===== config.mk =====
export PLATFORM = sky130hd
export DESIGN_NAME = lsb_first_bit_packer_flat
export DESIGN_NICKNAME = d
export VERILOG_FILES = /design/src/hw/rtl/lsbp_pkg.sv /design/src/hw/rtl/lsbp_ifs.sv /design/src/hw/rtl/lsb_first_bit_packer.sv /design/src/hw/rtl/lsbp_queue.sv /design/src/hw/rtl/lsbp_front.sv /design/src/hw/rtl/lsbp_back.sv /design/src/flat_wrapper.sv
export SDC_FILE = /design/constraint.sdc
export NUM_CORES = 1
export LEC_CHECK = 0
export BUFFER_PORTS_ARGS = -buffer_cell sky130_fd_sc_hd__clkbuf_2
export CORE_ASPECT_RATIO = 0.9
export CORE_MARGIN = 1.5
export CORE_UTILIZATION = 25
export CTS_BUF_LIST = sky130_fd_sc_hd__clkbuf_4 sky130_fd_sc_hd__clkbuf_8
export DETAILED_ROUTE_END_ITERATION = 6
export HOLD_SLACK_MARGIN = 0.05
export SLEW_MARGIN = 20
export SYNTH_ARGS = -nofsm -noshare
export SYNTH_HDL_FRONTEND = slang
export SYNTH_SLANG_ARGS = --single-unit

===== constraint.sdc =====
create_clock -name clk -period 15.1 [get_ports clk]
set_input_delay 0.755 -clock clk [delete_from_list [all_inputs] [get_ports clk]]
set_output_delay 0.755 -clock clk [all_outputs]
set_load 0.02 [all_outputs]

===== src/hw/rtl/lsbp_pkg.sv =====
// Shared constants, types and helpers for the LSB-first bit packer.
// No dependencies; used by the interfaces and every module.
package lsbp_pkg;

    localparam int CODE_W            = 64;
    localparam int COUNT_W           = 7;
    localparam int BYTE_W            = 8;
    localparam int FILL_W            = 3;
    localparam int VBITS_W           = 4;
    localparam int NBYTES_W          = COUNT_W - FILL_W;
    localparam int TOTAL_W           = 32;
    localparam int MAX_CODE_BITS_DEF = 64;
    localparam int QUEUE_DEPTH       = 2;

    // Item kinds
    localparam logic KIND_APPEND = 1'b0;
    localparam logic KIND_FLUSH  = 1'b1;

    // Per-entry control carried from front to back
    typedef struct packed {
        logic [NBYTES_W-1:0] nbytes;   // bytes to send, 1..8
        logic [VBITS_W-1:0]  vbits;    // valid bits of each byte
        logic [TOTAL_W-1:0]  total;    // running total at the first byte
    } lsbp_meta_t;

    // Clamp a grown sum to the counter range
    function automatic logic [TOTAL_W-1:0] sat_total(input logic [TOTAL_W:0] s);
        return s[TOTAL_W] ? {TOTAL_W{1'b1}} : s[TOTAL_W-1:0];
    endfunction

endpackage


===== src/hw/rtl/lsbp_ifs.sv =====
// Valid/ready channel interfaces for the bit packer: code items in, bytes out.
// Depends on lsbp_pkg.
interface lsbp_code_if;
    import lsbp_pkg::*;
    logic               valid;
    logic               ready;
    logic               kind;
    logic [CODE_W-1:0]  code_value;
    logic [COUNT_W-1:0] bit_count;

    modport source (output valid, kind, code_value, bit_count, input ready);
    modport sink   (input valid, kind, code_value, bit_count, output ready);
endinterface

interface lsbp_byte_if;
    import lsbp_pkg::*;
    logic               valid;
    logic               ready;
    logic [BYTE_W-1:0]  out_byte;
    logic [VBITS_W-1:0] valid_bits;
    logic               last_of_run;
    logic [TOTAL_W-1:0] total_bits;

    modport source (output valid, out_byte, valid_bits, last_of_run, total_bits, input ready);
    modport sink   (input valid, out_byte, valid_bits, last_of_run, total_bits, output ready);
endinterface


===== src/hw/rtl/lsb_first_bit_packer.sv =====
// Items pass the queue, then the working entry, then the byte output register.
// Throughput: one item per cycle in while the two-entry queue has room; bytes
// leave one per cycle while the sink is ready; an item completes 0 to 8 bytes.
// Reset: async active-low; clears the partial byte, fill count, bit total,
// queue and output valid.
module lsb_first_bit_packer #(
    parameter int MAX_CODE_BITS = lsbp_pkg::MAX_CODE_BITS_DEF
) (
    input logic         clk,
    input logic         rst_n,
    lsbp_code_if.sink   code_ch,
    lsbp_byte_if.source byte_ch
);
    import lsbp_pkg::*;

    localparam int DATA_W  = MAX_CODE_BITS + BYTE_W;
    localparam int ENTRY_W = DATA_W + $bits(lsbp_meta_t);

    logic               enq_valid, enq_ready;
    logic [DATA_W-1:0]  enq_data;
    lsbp_meta_t         enq_meta;
    logic               deq_valid, deq_ready;
    logic [ENTRY_W-1:0] deq_entry;
    lsbp_meta_t         deq_meta;

    assign deq_meta = lsbp_meta_t'(deq_entry[ENTRY_W-1:DATA_W]);

    lsbp_front #(
        .MAX_CODE_BITS (MAX_CODE_BITS),
        .DATA_W        (DATA_W)
    ) u_front (
        .clk       (clk),
        .rst_n     (rst_n),
        .code_ch   (code_ch),
        .enq_valid (enq_valid),
        .enq_ready (enq_ready),
        .enq_data  (enq_data),
        .enq_meta  (enq_meta)
    );

    lsbp_queue #(
        .WIDTH (ENTRY_W)
    ) u_queue (
        .clk       (clk),
        .rst_n     (rst_n),
        .enq_valid (enq_valid),
        .enq_ready (enq_ready),
        .enq_data  ({enq_meta, enq_data}),
        .deq_valid (deq_valid),
        .deq_ready (deq_ready),
        .deq_data  (deq_entry)
    );

    lsbp_back #(
        .MAX_CODE_BITS (MAX_CODE_BITS),
        .DATA_W        (DATA_W)
    ) u_back (
        .clk       (clk),
        .rst_n     (rst_n),
        .deq_valid (deq_valid),
        .deq_ready (deq_ready),
        .deq_data  (deq_entry[DATA_W-1:0]),
        .deq_meta  (deq_meta),
        .byte_ch   (byte_ch)
    );

endmodule


===== src/hw/rtl/lsbp_queue.sv =====
// Small FIFO between the packer front and back.
// Depends on lsbp_pkg for the depth.
module lsbp_queue #(
    parameter int WIDTH = 8
) (
    input  logic             clk,
    input  logic             rst_n,
    input  logic             enq_valid,
    output logic             enq_ready,
    input  logic [WIDTH-1:0] enq_data,
    output logic             deq_valid,
    input  logic             deq_ready,
    output logic [WIDTH-1:0] deq_data
);
    import lsbp_pkg::*;

    localparam int PTR_W = (QUEUE_DEPTH > 1) ? $clog2(QUEUE_DEPTH) : 1;
    localparam int CNT_W = $clog2(QUEUE_DEPTH + 1);

    logic [WIDTH-1:0] mem_reg [QUEUE_DEPTH];
    logic [PTR_W-1:0] wr_ptr_reg, wr_ptr_next;
    logic [PTR_W-1:0] rd_ptr_reg, rd_ptr_next;
    logic [CNT_W-1:0] cnt_reg, cnt_next;
    logic             do_enq, do_deq;

    assign enq_ready = (cnt_reg != CNT_W'(QUEUE_DEPTH));
    assign deq_valid = (cnt_reg != '0);
    assign deq_data  = mem_reg[rd_ptr_reg];
    assign do_enq    = enq_valid && enq_ready;
    assign do_deq    = deq_valid && deq_ready;

    // Pointer and occupancy update
    always_comb
    begin
        wr_ptr_next = wr_ptr_reg;
        rd_ptr_next = rd_ptr_reg;
        cnt_next    = cnt_reg;
        if (do_enq)
        begin
            wr_ptr_next = (wr_ptr_reg == PTR_W'(QUEUE_DEPTH - 1)) ? '0 : wr_ptr_reg + 1'b1;
        end
        if (do_deq)
        begin
            rd_ptr_next = (rd_ptr_reg == PTR_W'(QUEUE_DEPTH - 1)) ? '0 : rd_ptr_reg + 1'b1;
        end
        if (do_enq && !do_deq)
        begin
            cnt_next = cnt_reg + 1'b1;
        end
        else if (do_deq && !do_enq)
        begin
            cnt_next = cnt_reg - 1'b1;
        end
    end

    always_ff @(posedge clk or negedge rst_n)
    begin
        if (!rst_n)
        begin
            wr_ptr_reg <= '0;
            rd_ptr_reg <= '0;
            cnt_reg    <= '0;
        end
        else
        begin
            wr_ptr_reg <= wr_ptr_next;
            rd_ptr_reg <= rd_ptr_next;
            cnt_reg    <= cnt_next;
        end
    end

    // Entry storage, no reset needed
    always_ff @(posedge clk)
    begin
        if (do_enq)
        begin
            mem_reg[wr_ptr_reg] <= enq_data;
        end
    end

endmodule


===== src/hw/rtl/lsbp_front.sv =====
// Packer front: accepts code items, merges them into the partial byte and
// queues one entry per item that sends bytes. Depends on lsbp_pkg, lsbp_ifs.
module lsbp_front #(
    parameter int MAX_CODE_BITS = lsbp_pkg::MAX_CODE_BITS_DEF,
    parameter int DATA_W        = MAX_CODE_BITS + lsbp_pkg::BYTE_W
) (
    input  logic                 clk,
    input  logic                 rst_n,
    lsbp_code_if.sink            code_ch,
    output logic                 enq_valid,
    input  logic                 enq_ready,
    output logic [DATA_W-1:0]    enq_data,
    output lsbp_pkg::lsbp_meta_t enq_meta
);
    import lsbp_pkg::*;

    logic [BYTE_W-1:0]        partial_reg, partial_next;
    logic [FILL_W-1:0]        fill_reg, fill_next;
    logic [TOTAL_W-1:0]       bw_reg, bw_next;
    logic [COUNT_W-1:0]       count_c;
    logic [MAX_CODE_BITS-1:0] code_mask;
    logic [MAX_CODE_BITS-1:0] code_m;
    logic [DATA_W-1:0]        stream;
    logic [DATA_W-1:0]        rest;
    logic [COUNT_W-1:0]       fill_sum;
    logic [NBYTES_W-1:0]      nbytes;
    logic                     accept;
    logic                     is_flush;

    assign code_ch.ready = enq_ready;
    assign accept        = code_ch.valid && code_ch.ready;
    assign is_flush      = (code_ch.kind == KIND_FLUSH);

    // Clamp the count and drop code bits above it
    assign count_c   = (code_ch.bit_count > COUNT_W'(MAX_CODE_BITS))
                     ? COUNT_W'(MAX_CODE_BITS) : code_ch.bit_count;
    assign code_mask = ~({MAX_CODE_BITS{1'b1}} << count_c);
    assign code_m    = code_ch.code_value[MAX_CODE_BITS-1:0] & code_mask;

    // New bits land above the held ones
    assign stream   = DATA_W'(partial_reg) | (DATA_W'(code_m) << fill_reg);
    assign fill_sum = COUNT_W'(fill_reg) + count_c;
    assign nbytes   = fill_sum[COUNT_W-1:FILL_W];
    assign rest     = stream >> {nbytes, {FILL_W{1'b0}}};

    // Entry build and state update
    always_comb
    begin
        partial_next = partial_reg;
        fill_next    = fill_reg;
        bw_next      = bw_reg;
        enq_valid    = 1'b0;
        if (is_flush)
        begin
            enq_data        = DATA_W'(partial_reg);
            enq_meta.nbytes = NBYTES_W'(1);
            enq_meta.vbits  = VBITS_W'(fill_reg);
            enq_meta.total  = bw_reg;
        end
        else
        begin
            enq_data        = stream;
            enq_meta.nbytes = nbytes;
            enq_meta.vbits  = VBITS_W'(BYTE_W);
            enq_meta.total  = sat_total({1'b0, bw_reg}
                                        + (TOTAL_W+1)'(BYTE_W) - (TOTAL_W+1)'(fill_reg));
        end
        if (accept)
        begin
            if (is_flush)
            begin
                enq_valid    = (fill_reg != '0);
                partial_next = '0;
                fill_next    = '0;
                bw_next      = '0;
            end
            else
            begin
                enq_valid    = (nbytes != '0);
                partial_next = rest[BYTE_W-1:0];
                fill_next    = fill_sum[FILL_W-1:0];
                bw_next      = sat_total({1'b0, bw_reg} + (TOTAL_W+1)'(count_c));
            end
        end
    end

    always_ff @(posedge clk or negedge rst_n)
    begin
        if (!rst_n)
        begin
            partial_reg <= '0;
            fill_reg    <= '0;
            bw_reg      <= '0;
        end
        else
        begin
            partial_reg <= partial_next;
            fill_reg    <= fill_next;
            bw_reg      <= bw_next;
        end
    end

endmodule


===== src/hw/rtl/lsbp_back.sv =====
// Packer back: takes queued entries and sends their bytes one per cycle
// while the sink is ready, through an output register. Depends on lsbp_pkg, lsbp_ifs.
module lsbp_back #(
    parameter int MAX_CODE_BITS = lsbp_pkg::MAX_CODE_BITS_DEF,
    parameter int DATA_W        = MAX_CODE_BITS + lsbp_pkg::BYTE_W
) (
    input  logic                 clk,
    input  logic                 rst_n,
    input  logic                 deq_valid,
    output logic                 deq_ready,
    input  logic [DATA_W-1:0]    deq_data,
    input  lsbp_pkg::lsbp_meta_t deq_meta,
    lsbp_byte_if.source          byte_ch
);
    import lsbp_pkg::*;

    // Working entry
    logic                w_valid_reg;
    logic [DATA_W-1:0]   w_data_reg;
    logic [NBYTES_W-1:0] w_left_reg;
    logic [VBITS_W-1:0]  w_vbits_reg;
    logic [TOTAL_W-1:0]  w_total_reg;
    // Output register
    logic                o_valid_reg;
    logic [BYTE_W-1:0]   o_byte_reg;
    logic [VBITS_W-1:0]  o_vbits_reg;
    logic                o_last_reg;
    logic [TOTAL_W-1:0]  o_total_reg;

    logic out_load;
    logic w_done;
    logic w_free;
    logic w_load;

    assign out_load  = w_valid_reg && (!o_valid_reg || byte_ch.ready);
    assign w_done    = out_load && (w_left_reg == NBYTES_W'(1));
    assign w_free    = !w_valid_reg || w_done;
    assign w_load    = w_free && deq_valid;
    assign deq_ready = w_free;

    assign byte_ch.valid       = o_valid_reg;
    assign byte_ch.out_byte    = o_byte_reg;
    assign byte_ch.valid_bits  = o_vbits_reg;
    assign byte_ch.last_of_run = o_last_reg;
    assign byte_ch.total_bits  = o_total_reg;

    // Control flags
    always_ff @(posedge clk or negedge rst_n)
    begin
        if (!rst_n)
        begin
            w_valid_reg <= 1'b0;
            o_valid_reg <= 1'b0;
        end
        else
        begin
            if (w_load)
            begin
                w_valid_reg <= 1'b1;
            end
            else if (w_done)
            begin
                w_valid_reg <= 1'b0;
            end
            if (out_load)
            begin
                o_valid_reg <= 1'b1;
            end
            else if (byte_ch.ready)
            begin
                o_valid_reg <= 1'b0;
            end
        end
    end

    // Payload: shift the entry down a byte per send
    always_ff @(posedge clk)
    begin
        if (w_load)
        begin
            w_data_reg  <= deq_data;
            w_left_reg  <= deq_meta.nbytes;
            w_vbits_reg <= deq_meta.vbits;
            w_total_reg <= deq_meta.total;
        end
        else if (out_load)
        begin
            w_data_reg  <= w_data_reg >> BYTE_W;
            w_left_reg  <= w_left_reg - 1'b1;
            w_total_reg <= sat_total({1'b0, w_total_reg} + (TOTAL_W+1)'(BYTE_W));
        end
        if (out_load)
        begin
            o_byte_reg  <= w_data_reg[BYTE_W-1:0];
            o_vbits_reg <= w_vbits_reg;
            o_last_reg  <= (w_left_reg == NBYTES_W'(1));
            o_total_reg <= w_total_reg;
        end
    end

endmodule


===== src/flat_wrapper.sv =====
// flat-port wrapper written by rule: the top's interface ports become plain ports
module lsb_first_bit_packer_flat import lsbp_pkg::*;
#(
    parameter int MAX_CODE_BITS = lsbp_pkg::MAX_CODE_BITS_DEF
)
  (clk, rst_n, code_ch_valid, code_ch_kind, code_ch_code_value, code_ch_bit_count, code_ch_ready, byte_ch_valid, byte_ch_out_byte, byte_ch_valid_bits, byte_ch_last_of_run, byte_ch_total_bits, byte_ch_ready);
  lsbp_code_if code_ch_i ();
  lsbp_byte_if byte_ch_i ();
  input logic clk;
  input logic rst_n;
  input wire logic [$bits(code_ch_i.valid)-1:0] code_ch_valid;
  input wire logic [$bits(code_ch_i.kind)-1:0] code_ch_kind;
  input wire logic [$bits(code_ch_i.code_value)-1:0] code_ch_code_value;
  input wire logic [$bits(code_ch_i.bit_count)-1:0] code_ch_bit_count;
  output wire logic [$bits(code_ch_i.ready)-1:0] code_ch_ready;
  output wire logic [$bits(byte_ch_i.valid)-1:0] byte_ch_valid;
  output wire logic [$bits(byte_ch_i.out_byte)-1:0] byte_ch_out_byte;
  output wire logic [$bits(byte_ch_i.valid_bits)-1:0] byte_ch_valid_bits;
  output wire logic [$bits(byte_ch_i.last_of_run)-1:0] byte_ch_last_of_run;
  output wire logic [$bits(byte_ch_i.total_bits)-1:0] byte_ch_total_bits;
  input wire logic [$bits(byte_ch_i.ready)-1:0] byte_ch_ready;
  assign code_ch_i.valid = code_ch_valid;
  assign code_ch_i.kind = code_ch_kind;
  assign code_ch_i.code_value = code_ch_code_value;
  assign code_ch_i.bit_count = code_ch_bit_count;
  assign code_ch_ready = code_ch_i.ready;
  assign byte_ch_valid = byte_ch_i.valid;
  assign byte_ch_out_byte = byte_ch_i.out_byte;
  assign byte_ch_valid_bits = byte_ch_i.valid_bits;
  assign byte_ch_last_of_run = byte_ch_i.last_of_run;
  assign byte_ch_total_bits = byte_ch_i.total_bits;
  assign byte_ch_i.ready = byte_ch_ready;
  lsb_first_bit_packer #(.MAX_CODE_BITS(MAX_CODE_BITS)) u_core (.clk(clk), .rst_n(rst_n), .code_ch(code_ch_i), .byte_ch(byte_ch_i));
endmodule

==> results of run 1 <==
## per-stage QoR
step	power, µW	hold WS [ns]	setup WS [ns]	util (%)
after detailed placement	4180	0.407	8.79	27.3
after floorplan	3450	0.400	6.04	-
after CTS	5160	0.222	9.38	28.7
after global placement	4170	0.404	8.83	27.3
after global routing	5460	0.279	8.88	28.7
final	5180	0.235	9.41	28.7
## layer usage
metal	share of wire (%)	wire [µm]	GRT usage (%)	vias to the layer above
met4	2.5	1800	4.74	0
met2	40	28800	19.1	851
li1	-	-	-	8619
met5	0	0	0	-
met1	49	35600	22.2	9018
met3	9.1	6610	3.44	108
## synth_stat cells, drive strengths merged, types with 21 or more instances
master	instances
edfxtp	378
nor2	242
a21oi	187
nand2	154
mux2i	131
clkbuf	106
o21ai	87
ha	73
inv	70
a22oi	57
dfrtp	49
buf	45
nand3	43
xor2	37
o22ai	32
and2	31
o211ai	31
a31oi	28
a21o	27
a211oi	25
xnor2	25
mux2	22
o21a	21
## layout make-up
type	instances	area [µm²]	area share, %
multi-input cells	1579	10700	39.1
clock buffers	89	1100	4.03
well taps	1253	1570	5.75
diodes	2	5.00	0.0184
repair buffers	152	858	3.15
clock inverters	30	201	0.739
inverters	72	273	1.00
flip-flops and latches	427	12600	46.2
## worst register-to-register path, delay by kind of cell (launching register included)
kind	cells	cell delay, ns
buffers and inverters	3	1.89
AOI/OAI and AO/OA	3	1.38
and+or+nand+nor	3	1.12
adders and majority gates	1	0.40
DFF	1	0.34
xor gates and xnor gates	1	0.12
## final timing paths
kind,end,depth (start not counted),from
worst max register to register,u_core.u_queue.mem_reg[0][31],11,u_core.u_front.fill_reg[1]
worst min-delay path,u_core.u_front.bw_reg[13],2,rst_n
min in group clk,u_core.u_back.byte_ch.out_byte[6],0,u_core.u_back.w_data_reg[6]
worst min register to register,u_core.u_back.byte_ch.out_byte[6],0,u_core.u_back.w_data_reg[6]
worst max-delay path,u_core.u_queue.mem_reg[0][31],11,u_core.u_front.fill_reg[1]
max in group asynchronous,u_core.u_queue.rd_ptr_reg,2,rst_n
## power groups by stage
stage,Clock (µW),Combinational (µW),Sequential (µW)
2_1_floorplan,0,1530,1910
3_3_place_gp,0,2230,1940
4_1_cts,989,2240,1920
3_5_place_dp,0,2230,1950
5_1_grt,1040,2470,1950
6_report,960,2290,1920
## placed cells by master (no fill, tap or decap), types with 31 or more instances in the layout
cell type,count
xor2_1,36
edfxtp_1,378
ha_1,73
dfrtp_1,45
nand3_1,43
nor2_1,241
o22ai_1,32
nand2_1,153
a22oi_1,57
mux2i_1,131
clkbuf_8,69
clkbuf_2,121
a21oi_1,186
inv_1,67
o21ai_0,84
o211ai_1,31
## cells by family after synthesis
group / synth area share, %
AO/OA/AOI/OAI: 19.0
adder cells (fa/ha/maj): 4.04
flip-flops: 52.2
buffers and inverters: 3.67
XOR/XNOR: 2.25
AND/OR/NAND/NOR: 11.5
multiplexers: 7.33
==> results_dict.tcl, run 1 <==
set metrics [dict create \
    outcome "finished, violations left" \
    violations "DRC" \
    clock_sinks 427 \
    setup_tns_ns 0 \
    cap_violations 0 \
    avgSynthCellArea_um2 10.8 \
    areaGrowthSynthToFinish_pct 13.1 \
    dp.cells 3482 \
    timing.final.crit_share_pct 37.7 \
    cts_buffer_depth 3 \
    postCtsHoldBufs 0 \
    dpl_cell_area_um2 25900 \
    finalHoldViolations 0 \
    dp_hpwl_mm 51.7 \
    routed_wl_mm 72.8 \
    grt_max_degree 90 \
    worstMarginPinSlew_ns 1.19 \
    gr-total-overflow 0 \
    grt_first_pass_wirelength_mm 108 \
    critPathKind "reg2reg" \
    cts-root-buf "clkbuf_8" \
    max_stage_delay_ns 0.95 \
    crit_chain "buf_4 -> ha_1 -> a21o_1 -> a21oi_1 -> xor2_2 -> buf_4 -> nand2_1 -> nor3_1 -> a311oi_1 -> nor2b_4 -> buf_4" \
    io_pins 123 \
    crit_arrival_ns 5.93 \
    synth_top_area_share_pct 47.1 \
    antenna_left 0 \
    fmax_mhz 176 \
    p_seq_share_pct 37.1 \
    dieHeight_um 298 \
    fin_crit_ns 5.69 \
    ys_types 90 \
    total_leakage_power_uw 0.0102 \
    drt_iter0_markers 1931 \
    p_int_uw 3040 \
    fillCellCount 9854 \
    cts.clk_slew.worst_paths_ns 0.07 \
    row_count 107 \
    fp.dieArea_um2 98300 \
    syn-cell-area_um2 24100 \
    grt_pass1_vias 17380 \
    synthCells 2229 \
    final_nets 2453 \
    critPathCaptureType "flop" \
    p_comb_share_pct 44.3 \
    max_slew_margin_pct 20.6 \
    post_cts_buffers 0 \
    largest_reg_flops 222 \
    critPathLaunchType "flop" \
    cp_data_required_time_ns 15.34 \
    clk_latency_ns 0.65 \
    cts_max_level 3 \
    cp_slowest_cell "nor2b_4" \
    cts_buffers 69 \
    clkPwrFrac_pct 18.6 \
    maxSlewViolCount 0 \
    initial_utilization_pct 25.4 \
    postLayoutCellArea_um2 27300 \
    routed_via_density 5.16 \
    antenna_found_initial 2 \
    synth_area_leader_cell "edfxtp_1" \
    crit_top_cell "buf_4" \
    synthFlopType "edfxtp_1" \
    seq_area_frac_synth_pct 52.2 \
    vias 18596 \
    powerDensity_nw_per_um2 190 \
    switching_power_uw 2140 \
    fin_cells 3604 \
    synth_nets 2381 \
    cpLargestDelayFamily "buffers and inverters" \
    setup_viol 0 \
    first_pass_iters 7 \
    netlist_top_cells_area "edfxtp_1, mux2i_1, dfrtp_1" \
    grt_setup_unrepaired "no" \
    port-buffer-count 122 \
    synthArstFlopShare_pct 11.5 \
    routedWlPerCell_um 20.2 \
    holdCritPathClass "in2async" \
    skew_ns 0.0329 \
    grt_use_total_pct 14.3 \
    crit_fanout 81 \
    post_route_cells_drive_above_1_share_pct 14.1 \
    synth-edff-count 378 \
    drc 1 \
    cts_tree "built" \
    ys_ff_latch 427 \
    routabilityCongestion 0.956 \
    ctsResizeCount 0 \
    yosys_warnings 0 \
    p_sw_share_pct 41.3 \
    reg2reg_slack_ns 9.41 \
    cp_num_buf_inv 3 \
    core_area_um2 95100 \
    die_w_um 330 \
    ir_drop_uv 92.2 \
]
(Power assumes the default switching activity.)
==> run 2, diff against run 1 <==
==> constraint.sdc (replaced) <==
create_clock -name clk -period 4.9 [get_ports clk]
set_input_delay 0.245 -clock clk [delete_from_list [all_inputs] [get_ports clk]]
set_output_delay 0.245 -clock clk [all_outputs]
set_load 0.02 [all_outputs]
==> results_dict.tcl, run 2 (synthesized netlist as in run 1, its figures left out) <==
set metrics [dict create \
    hold_depth 3 \
    cts_max_level 3 \
    grt_use_total_pct 14.4 \
    routed_via_density 5.09 \
    cts_buffers 72 \
    die_w_um 330 \
    grt_pass1_vias 17399 \
    holdCritPathClass "in2reg" \
    routabilityCongestion 0.937 \
    largest_reg_flops 222 \
    io_pins 123 \
    cts_tree "built" \
    initial_utilization_pct 25.4 \
    dieHeight_um 298 \
    fmax_mhz 263 \
    fillCellCount 9841 \
    worstMarginPinSlew_ns 1.05 \
    max_slew_margin_pct 29.7 \
    drt_iter0_markers 2096 \
    critPathLaunchType "flop" \
    multi_input_area_um2 10700 \
    post_route_cells_drive_above_1_share_pct 15.0 \
    timing.final.crit_share_pct 77.7 \
    setup_viol 0 \
    skew_ns 0.0327 \
    p_total_uw 16100 \
    crit_fanout 8 \
    fin_crit_ns 3.81 \
    vias 18496 \
    fin_cells 3635 \
    ir_drop_uv 282 \
    final_common_cell "edfxtp_1" \
    crit_arrival_ns 4.15 \
    final_nets 2475 \
    grt_max_degree 77 \
    cts_buffer_depth 3 \
    finalHoldViolations 0 \
    post_cts_buffers 0 \
    register_area_um2 12600 \
    grt_first_pass_wirelength_mm 108 \
    final_cell_mix "edfxtp_1, nor2_1, a21oi_1, nand2_1, mux2i_1" \
    routed_wl_mm 72.8 \
    cts-root-buf "clkbuf_8" \
    setup_tns_ns 0 \
    maxSlewViolCount 0 \
    critPathKind "reg2reg" \
    drc 1 \
    clk_latency_ns 0.66 \
    fp.dieArea_um2 98300 \
    port-buffer-count 122 \
    violations "DRC" \
    clock_sinks 427 \
    areaGrowthSynthToFinish_pct 14.5 \
    powerDensity_nw_per_um2 582 \
    outcome "finished, violations left" \
    cp_data_required_time_ns 5.24 \
    cts.clk_slew.worst_paths_ns 0.06 \
    grt_setup_unrepaired "no" \
    antenna_left 0 \
    routedWlPerCell_um 20.0 \
    setup_slack_ns 1.09 \
    dp_slack_ns 0.743 \
    dp_hpwl_mm 52.7 \
    cap_violations 0 \
    core_area_um2 95100 \
    dp.cells 3499 \
    critPathCaptureType "flop" \
    total_leakage_power_uw 0.0104 \
    first_pass_iters 7 \
    row_count 107 \
    antenna_found_initial 4 \
    gr-total-overflow 0 \
    r2r_cells 11 \
]
-- run 2: cell types whose count changed in the layout (fill, tap and decap cells not counted), sizes merged --
cell and change:
buf +16, bufinv +1, clkbuf +6, clkinv +5
clkinvlp -1, dlygate4sd3 +3, inv +1
-- run 2: power by group --
part / total [µW] / leakage [µW] / internal (µW) / switching (µW)
combinational: 7010 / 0.00535 / 2480 / 4530
sequential: 5910 / 0.00426 / 5390 / 521
clock: 3150 / 0.000736 / 1690 / 1460
total: 16100 / 0.0104 / 9550 / 6510
-- run 2: cell type report --
type,instances,area share [%]
Antenna cell,2,0.0181
Tap cell,1253,5.68
Clock buffer,95,4.29
Inverter,72,0.989
Sequential cell,427,45.6
Clock inverter,36,0.834
Multi-Input combinational cell,1579,38.8
Timing Repair Buffer,171,3.81
-- run 2: final timing paths --
check	from	endpoint	slack (ns)
max in group asynchronous	rst_n	u_core.u_queue.rd_ptr_reg	4.01
min reg2reg	u_core.u_back.w_data_reg[0]	u_core.u_back.byte_ch.out_byte[0]	0.41
max reg2reg	u_core.u_front.fill_reg[2]	u_core.u_queue.mem_reg[0][99]	1.09
min	code_ch_code_value[63]	u_core.u_queue.mem_reg[0][70]	0.15
max	u_core.u_front.fill_reg[2]	u_core.u_queue.mem_reg[0][99]	1.09
min in group asynchronous	rst_n	u_core.u_front.bw_reg[10]	0.31
-- run 2: worst max-delay path, cell delays in order (launching register included) --
cell and delay (ns):
dfrtp_2 0.41, clkinv_1 0.11, ha_1 0.34, ha_1 0.31, a21oi_1 0.20, o22ai_1 0.18, o211ai_1 0.30, a21oi_1 0.13
o311a_1 0.34, o311a_1 0.42, nor3_2 0.55, a22oi_1 0.20
-- run 2: per-stage QoR --
| stage | util, % | area, µm² | hold WS (ns) |
|---|---|---|---|
| 5_1_grt | 29.0 | 27600 | 0.143 |
| 4_1_cts | 29.0 | 27600 | 0.105 |
| 3_3_place_gp | 27.5 | 26100 | 0.406 |
| 3_5_place_dp | 27.5 | 26100 | 0.406 |
| 6_report | 29.0 | 27600 | 0.148 |
| 2_1_floorplan | - | 24100 | -0.0506 |
-- run 2: routing by layer --
metal,track usage [%],up-vias,wire [µm]
met1,21.7,8903,34900
met5,0.741,-,132
met3,4.27,112,6910
li1,-,8666,-
met4,4.13,6,1590
met2,19.3,809,29300
-- run 2: what timing repair did --
| action | CTS | global route |
|---|---|---|
| resized for setup | 0 | 0 |
| endpoints found under the hold margin | 51 | 0 |
| hold buffers | 3 | 0 |
==> run 3, diff against run 2 <==
==> constraint.sdc (replaced) <==
create_clock -name clk -period 3.1 [get_ports clk]
set_input_delay 0.155 -clock clk [delete_from_list [all_inputs] [get_ports clk]]
set_output_delay 0.155 -clock clk [all_outputs]
set_load 0.02 [all_outputs]
==> results_dict.tcl, run 3 (synthesized netlist as in run 1, its figures left out) <==
set metrics [dict create \
    fmax_mhz 320 \
    holdCritPathClass "in2reg" \
    port-buffer-count 122 \
    largest_reg_flops 222 \
    grt_pass1_vias 18222 \
    cts_max_level 3 \
    top_usage_layer "met1" \
    critPathCaptureType "flop" \
    post_route_cells_drive_above_1_share_pct 24.5 \
    initial_utilization_pct 25.4 \
    drt_iter0_markers 1831 \
    cts_tree "built" \
    grt.met2_usage_pct 20.8 \
    dp_hpwl_mm 55.4 \
    grt_use_met1_pct 22.5 \
    routed_via_density 5.03 \
    ir_drop_uv 486 \
    outcome "finished, violations left" \
    areaGrowthSynthToFinish_pct 25.2 \
    critPathLaunchType "flop" \
    row_count 107 \
    grt_use_met3_pct 2.75 \
    first_pass_iters 6 \
    fillCellCount 9668 \
    setup_viol 15 \
    cap_violations 0 \
    vias 19288 \
    final_common_cell "edfxtp_1" \
    grt_max_degree 95 \
    setup_slack_ns -0.0289 \
    maxSlewViolCount 0 \
    fin_crit_ns 3.13 \
    max_slew_margin_pct 31.3 \
    final_nets 2680 \
    core_area_um2 95100 \
    cts_buffers 69 \
    crit_fanout 5 \
    routabilityCongestion 0.915 \
    violations "setup timing" \
    powerDensity_nw_per_um2 964 \
    io_pins 123 \
    clk_latency_ns 0.65 \
    clock_sinks 427 \
    antenna_left 0 \
    timing.final.crit_share_pct 101 \
    finalHoldViolations 0 \
    crit_arrival_ns 3.50 \
    fp.dieArea_um2 98300 \
    grt_setup_unrepaired "yes" \
    cp_data_required_time_ns 3.47 \
    gr-total-overflow 0 \
    setup_tns_ns -0.221 \
    antenna_found_initial 2 \
    routedWlPerCell_um 19.8 \
    critPathKind "reg2reg" \
    die_w_um 330 \
    total_leakage_power_uw 0.0116 \
    finish.utilization_pct 31.7 \
    grt_use_total_pct 14.7 \
    final_cell_mix "edfxtp_1, nor2_1, buf_4, a21oi_1, nand2_1" \
    grt_first_pass_wirelength_mm 112 \
    cts.clk_slew.worst_paths_ns 0.06 \
    drc 0 \
    cts_buffer_depth 3 \
    skew_ns 0.0334 \
    dieHeight_um 298 \
    cts-root-buf "clkbuf_8" \
    routed_wl_mm 76.1 \
    worstMarginPinSlew_ns 1.03 \
]
==> run 3: what timing repair did <==
item | 4_1_cts | 5_1_grt
hold endpoints to repair | 33 | 0
gates cloned | 0 | 11
hold buffers | 3 | 0
setup endpoints to repair | 238 | 311
gates resized for setup | 7 | 66
pin swaps | 6 | 34
buffers inserted | 9 | 17
==> run 3: final timing paths <==
kind | from | end | slack (ns) | cells after the start
worst max-delay path | u_core.u_front.fill_reg[2] | u_core.u_queue.mem_reg[1][98] | -0.03 | 13
worst min-delay path | code_ch_valid | u_core.u_front.bw_reg[27] | 0.11 | 4
worst max register to register | u_core.u_front.fill_reg[2] | u_core.u_queue.mem_reg[1][98] | -0.03 | 13
worst min register to register | u_core.u_back.w_data_reg[4] | u_core.u_back.byte_ch.out_byte[4] | 0.42 | 0
max in group asynchronous | rst_n | u_core.u_queue.rd_ptr_reg | 2.09 | 2
min in group asynchronous | rst_n | u_core.u_front.bw_reg[0] | 0.24 | 2
==> run 3: per-layer routing <==
metal | vias up | routed length [µm]
li1 | 9089 | -
met1 | 9394 | 37200
met2 | 704 | 32000
met3 | 101 | 5360
met4 | 0 | 1580
met5 | - | 0
==> run 3: layout make-up <==
class / instances / area, µm² / area share (%)
Antenna cell: 2 / 5.00 / 0.0166
Clock buffer: 92 / 1130 / 3.74
Clock inverter: 33 / 304 / 1.01
Inverter: 72 / 287 / 0.950
Multi-Input combinational cell: 1579 / 11200 / 37.1
Sequential cell: 427 / 12600 / 41.7
Tap cell: 1253 / 1570 / 5.20
Timing Repair Buffer: 379 / 3090 / 10.2
==> run 3: through the flow <==
| step | hold slack [ns] | instance area, µm² | power [µW] | setup slack, ns | instances |
|---|---|---|---|---|---|
| 2_1_floorplan | -0.141 | 24500 | 17300 | -1.45 | 2229 |
| 3_3_place_gp | 0.378 | 27900 | 22100 | -0.0581 | 3670 |
| 3_5_place_dp | 0.374 | 27900 | 22200 | -0.131 | 3670 |
| 4_1_cts | 0.0540 | 29400 | 27700 | -0.0727 | 3807 |
| 5_1_grt | 0.101 | 30200 | 30600 | -0.146 | 3836 |
| 6_report | 0.114 | 30200 | 29100 | -0.0289 | 3837 |
==> run 3: worst max-delay path, stage by stage, from the launching register on <==
cell	delay (ns)
dfrtp_2	0.39
inv_4	0.04
ha_4	0.15
ha_4	0.26
nand4_1	0.15
o22ai_4	0.22
o211ai_1	0.10
buf_4	0.16
buf_4	0.13
o211ai_1	0.26
a211oi_2	0.14
o211a_4	0.31
or2_4	0.26
o31a_1	0.27
==> run 3: power breakdown <==
group / internal [µW] / total [µW] / switching [µW]
Sequential: 8510 / 9220 / 712
Clock: 2820 / 5070 / 2260
Combinational: 6360 / 14800 / 8440
